$ cat src/sv/fe_pkg.sv
package fe_pkg;

    localparam int MAX_ITER_DEF = 32;
    localparam int QDEPTH       = 2;

    localparam logic signed [63:0] SAT_LIM = 64'sh3FFF_FFFF_FFFF_FFFF;
    localparam logic signed [63:0] Q28_ONE = 64'sd268435456;
    localparam logic signed [31:0] PI_Q28  = 32'sd843314857;
    localparam logic signed [31:0] HPI_Q28 = 32'sd421657428;
    localparam logic signed [63:0] TOL_Q28 = 64'sd256;
    localparam logic [31:0]        FOCAL_MIN = 32'd65536;

    localparam int CORDIC_STEPS = 30;

    localparam logic [31:0] ATAN_TAB [CORDIC_STEPS] = '{
        32'h3243F6A8, 32'h1DAC6705, 32'h0FADBAFC, 32'h07F56EA6, 32'h03FEAB76, 32'h01FFD55B,
        32'h00FFFAAA, 32'h007FFF55, 32'h003FFFEA, 32'h001FFFFD, 32'h000FFFFF, 32'h0007FFFF,
        32'h0003FFFF, 32'h0001FFFF, 32'h0000FFFF, 32'h00007FFF, 32'h00003FFF, 32'h00001FFF,
        32'h00000FFF, 32'h000007FF, 32'h000003FF, 32'h000001FF, 32'h000000FF, 32'h0000007F,
        32'h0000003F, 32'h0000001F, 32'h0000000F, 32'h00000008, 32'h00000004, 32'h00000002
    };

    typedef enum logic [2:0] {
        REG_FOCAL_X  = 3'd0,
        REG_FOCAL_Y  = 3'd1,
        REG_CENTER_X = 3'd2,
        REG_CENTER_Y = 3'd3,
        REG_DIST_K1  = 3'd4,
        REG_DIST_K2  = 3'd5,
        REG_DIST_K3  = 3'd6,
        REG_DIST_K4  = 3'd7
    } reg_index_t;

    typedef struct packed {
        logic [31:0]        focal_x;
        logic [31:0]        focal_y;
        logic [30:0]        center_x;
        logic [30:0]        center_y;
        logic signed [31:0] dist_k1;
        logic signed [31:0] dist_k2;
        logic signed [31:0] dist_k3;
        logic signed [31:0] dist_k4;
    } cfg_t;

    typedef struct packed {
        logic               norm;
        logic signed [63:0] x;
        logic signed [63:0] y;
    } q_item_t;

    typedef struct packed {
        logic               go;
        logic signed [63:0] a;
        logic signed [63:0] b;
    } mul_req_t;

    typedef struct packed {
        logic        go;
        logic [62:0] n;
        logic [63:0] d;
    } div_req_t;

    function automatic logic signed [63:0] sat62(input logic signed [63:0] v);
        logic signed [63:0] r;
        r = v;
        if (v > SAT_LIM)
        begin
            r = SAT_LIM;
        end
        else if (v < -SAT_LIM)
        begin
            r = -SAT_LIM;
        end
        return r;
    endfunction

    function automatic logic [62:0] mag63(input logic signed [63:0] v);
        logic signed [63:0] n;
        n = -v;
        return v[63] ? n[62:0] : v[62:0];
    endfunction

endpackage

$ cat src/sv/fe_front.sv
module fe_front
    import fe_pkg::*;
(
    input  logic        clk,
    input  logic        rst_n,
    input  cfg_t        cfg,
    input  logic        s_axis_tvalid,
    output logic        s_axis_tready,
    input  logic [63:0] s_axis_tdata,
    input  logic        s_axis_tuser,
    output logic        q_valid,
    input  logic        q_ready,
    output q_item_t     q_item
);

    localparam int PW = $clog2(QDEPTH);

    q_item_t            mem [QDEPTH];
    logic [PW-1:0]      wr_ptr_reg;
    logic [PW-1:0]      rd_ptr_reg;
    logic [PW:0]        count_reg;
    logic               push;
    logic               pop;
    q_item_t            item_in;
    logic signed [31:0] cx;
    logic signed [31:0] cy;

    assign cx = s_axis_tdata[31:0];
    assign cy = s_axis_tdata[63:32];

    // pixel mode keeps the offset from the principal point, the division follows in the back
    always_comb
    begin
        item_in.norm = s_axis_tuser;
        if (s_axis_tuser)
        begin
            item_in.x = {{20{cx[31]}}, cx, 12'b0};
            item_in.y = {{20{cy[31]}}, cy, 12'b0};
        end
        else
        begin
            item_in.x = $signed({{32{cx[31]}}, cx}) - $signed({33'b0, cfg.center_x});
            item_in.y = $signed({{32{cy[31]}}, cy}) - $signed({33'b0, cfg.center_y});
        end
    end

    assign s_axis_tready = (count_reg < (PW+1)'(QDEPTH));
    assign q_valid       = (count_reg != '0);
    assign q_item        = mem[rd_ptr_reg];
    assign push          = s_axis_tvalid && s_axis_tready;
    assign pop           = q_valid && q_ready;

    always_ff @(posedge clk)
    begin
        if (push)
        begin
            mem[wr_ptr_reg] <= item_in;
        end
    end

    always_ff @(posedge clk or negedge rst_n)
    begin
        if (!rst_n)
        begin
            wr_ptr_reg <= '0;
            rd_ptr_reg <= '0;
            count_reg  <= '0;
        end
        else
        begin
            if (push)
            begin
                wr_ptr_reg <= (wr_ptr_reg == PW'(QDEPTH-1)) ? '0 : wr_ptr_reg + 1'b1;
            end
            if (pop)
            begin
                rd_ptr_reg <= (rd_ptr_reg == PW'(QDEPTH-1)) ? '0 : rd_ptr_reg + 1'b1;
            end
            if (push && !pop)
            begin
                count_reg <= count_reg + 1'b1;
            end
            else if (pop && !push)
            begin
                count_reg <= count_reg - 1'b1;
            end
        end
    end

endmodule

$ cat config.mk
export PLATFORM = sky130hd
export DESIGN_NAME = fe_front
export DESIGN_NICKNAME = d
export VERILOG_FILES = /design/src/sv/fe_pkg.sv /design/src/sv/fe_front.sv
export SDC_FILE = /design/constraint.sdc
export NUM_CORES = 1
export LEC_CHECK = 0
export BUFFER_PORTS_ARGS = -buffer_cell sky130_fd_sc_hd__clkbuf_2
export CAP_MARGIN = 20
export CORE_AREA = 4 4 172 174
export DETAILED_ROUTE_END_ITERATION = 6
export DIE_AREA = 0 0 176 178
export PLACE_DENSITY = 0.79
export SYNTH_ARGS = -nofsm -noshare
export SYNTH_HDL_FRONTEND = slang
export SYNTH_SLANG_ARGS = --single-unit
$ cat constraint.sdc
create_clock -name clk -period 5.6 [get_ports clk]
set_input_delay 0.84 -clock clk [delete_from_list [all_inputs] [get_ports clk]]
set_output_delay 0.84 -clock clk [all_outputs]
set_load 0.1 [all_outputs]
==> out/results.tsv <==
stage	metric	value	unit
sta	Clock Skews	0.0132	ns
pwr	Max VDD drop	429	µV
synth	post-synthesis sequential area ratio	0.469	
synth	post-synth top area share	0.460	
synth	Mapped Area	11600	µm²
layout	# diodes	0	
grt	pin count of the biggest net entering global routing	62	
grt	GR met1 Demand/Resource	0.280	
floorplan	Die Footprint	31300	µm²
cts	Max clock buf depth	2	
cts	total CTS buffers	17	
drt	DR DRC count	0	
cts	clk sink count	182	
grt	number of global-route vias before repair	9040	
synth	Area contributors post-synth	edfxtp_1 46%, mux2_2 8.8%, ha_1 6.8%	
layout	layout net count	1667	
drt	WL final	32400	µm
synth	Main synth FF type	edfxtp_1	
synth	Synth Instances	1084	
pwr	Power Total	7.74	mW
cts	Worst-path clk slew	0.08	ns
sta	TNS Setup	0	ns
grt	met2 Track Usage GR	0.306	
synth	area leader, netlist	edfxtp_1	
synth	Post-Syn Nets	1472	
place	Post-Place Cells	1637	
sta	fin crit share	0.651	
cts	Setup Buffers After CTS	0	
grt	first-pass GRT wire length	49100	µm
sta	Max Freq	0.274	GHz
pwr	Clock Power Share	0.156	
sta	Slew headroom	0.354	
pwr	Seq pwr share	0.255	
sta	worst hold slack	0.200	ns
drt	1st-iter DRT viols	755	
cts	Clock Latency Late Sink	0.42	ns
setup_path	worst endpoint data arrival time	2.80	ns
cts	Post-CTS Resized	0	
floorplan	Boundary Pins	454	
pwr	sw frac	0.583	
pwr	PwrDens	573	nW/µm²
drt	Final ANT Viol Nets	0	
place	Placer Congestion	0.913	
floorplan	Die Height	178	µm
grt	GRT Util Overall	0.199	
place	dpl cell area	12900	µm²
floorplan	Initial Util	0.418	
layout	synthesis-to-layout area growth	16.2	%
synth	Post-synth EDFFs	178	
pwr	P_leak	5.62	nW
layout	max reg flops	178	
status	status	completed	
worst_hold_path	Hold Path Class	in2async	
synth	fraction of registers with async set/reset	0.0220	
floorplan	core area	27800	µm²
synth	Netlist cell types	83	
setup_path	startpoint type of the worst setup path	register	
sta	max-slew violation count	0	
layout	commonest non-fill, non-tap cell in the layout	clkbuf_2	
layout	Finished Cell Area	13500	µm²
pwr	internal power	3.23	mW
job	max cap viols	0	
cts	clock root buffer master	clkbuf_16	
setup_path	worst path required time	4.76	ns
synth	Syn Area/Cell	10.7	µm²
pwr	Sw Pwr	4.51	mW
setup_path	critical path type	reg2out	
layout	share of layout cells above drive strength 1	0.328	
place	IO buf count	261	
sta	Final Hold Fails	0	
cts	CTS H-Tree Depth	4	
grt	initial antenna violation count	0	
sta	measured slew at the worst slew-check pin	0.966	ns
drt	Detailed Routing Iterations Pass 1	5	
place	DP HPWL	24400	µm
synth	Seq cells post-synth	182	
grt	global route overflow	0	
grt	Most Crowded Layer GR	met2	
layout	filler-free cell count of the finished design	1670	
floorplan	Core Rows	61	
setup_path	Critical Path Fanout Max	59	
cts	CTS tree	yes	
sta	# setup viols final	0	
sta	Final min period	3.64	ns
setup_path	flop2flop setup slack	3.14	ns
drt	Vias	9387	
layout	most frequent cells in the layout	260 x clkbuf_2, 178 x edfxtp_1, 91 x mux2_2	
cts	Post-CTS Hold Buffers	0	
drt	WL per Instance	19.4	µm
pwr	Comb pwr share	0.589	
sta	unrepaired setup endpoints after global routing	false	
grt	global-route met3 utilization	0.0490	
drt	Vias/cell	5.62	
layout	fill cell count	2607	
setup_path	CP Capture Type	output port	
synth	YS warnings	0	
floorplan	Die Width	176	µm
## synth_stat cells (all sizes together), types with 3 or more instances
cell type and instances:
o211ai 5, inv 80, o31a 5, nand2b 11, buf 52, o31ai 4
a211oi 8, ha 63, a311oi 7, and4 4, dfrtp 4, a31oi 7
nand2 71, mux2 91, nor3 20, o2111ai 3, o21a 14, nand4 18
nor4 3, nor2 68, a31o 3, nor4b 3, o21ai 74, xor2 16
and3 7, nor2b 11, or2 4, or3 7, edfxtp 178, clkbuf 39
a2bb2oi 12, and2 5, a21boi 4, o21bai 8, nand3 12, o22ai 4
xnor2 24, a21oi 77, a21o 27, a2111oi 7
## path summary, 6_finish.rpt
| check | start | to | cells past startpoint |
|---|---|---|---|
| worst max-delay path | rd_ptr_reg$_DFFE_PN0P_ | q_item[75] | 3 |
| worst min-delay path | rst_n | count_reg[1]$_DFFE_PN0P_ | 1 |
| worst max register to register | count_reg[1]$_DFFE_PN0P_ | mem[1][21]$_DFFE_PP_ | 3 |
| worst min register to register | count_reg[0]$_DFFE_PN0P_ | count_reg[0]$_DFFE_PN0P_ | 1 |
| max in group asynchronous | rst_n | rd_ptr_reg$_DFFE_PN0P_ | 1 |
| min in group clk | count_reg[0]$_DFFE_PN0P_ | count_reg[0]$_DFFE_PN0P_ | 1 |
## worst max-delay path: stages, from the launching register on
cell,delay [ns]
dfrtp_4,0.97
buf_4,0.54
mux2_2,0.44
clkbuf_2,0.38
## power by group through the flow
stage | Combinational, mW | Sequential, mW | Clock [mW]
final | 4.56 | 1.97 | 1.21
after global routing | 4.72 | 2.00 | 1.29
after CTS | 4.58 | 1.98 | 1.24
after detailed placement | 4.57 | 2.01 | 0
after global placement | 4.54 | 1.99 | 0
after floorplan | 4.09 | 1.92 | 0
## cell type report
cell class / count / area [µm²] / area share
clock inverter: 15 / 163 / 0.0120
inverter: 80 / 300 / 0.0222
timing repair buffer: 268 / 1360 / 0.101
clock buffer: 17 / 425 / 0.0315
tap: 378 / 473 / 0.0350
sequential: 182 / 5450 / 0.403
multi-input combinational: 730 / 5330 / 0.395
## layer usage
layer  vias up  part of all wire  wire length, µm
met2       460              0.44            14100
met5         -                 0                0
met1      4507              0.45            14500
met4         0             0.024              770
li1       4364                 -                -
met3        56             0.093             3010
## metrics by stage
step	util	worst slack, ns
floorplan	-	0.00428
global placement	0.465	1.41
detailed placement	0.465	1.40
CTS	0.486	1.85
global route	0.486	1.83
finish	0.486	1.96
## cell families after synthesis
group | Yosys count | synth area share
buffers and inverters | 172 | 0.0731
DFF | 182 | 0.469
xor gates and xnor gates | 40 | 0.0302
adders and majority gates | 65 | 0.0713
AOI/OAI and AO/OA | 281 | 0.161
muxes | 93 | 0.0899
and+or+nand+nor | 251 | 0.106
No activity file was read; power rests on OpenSTA's default activity.
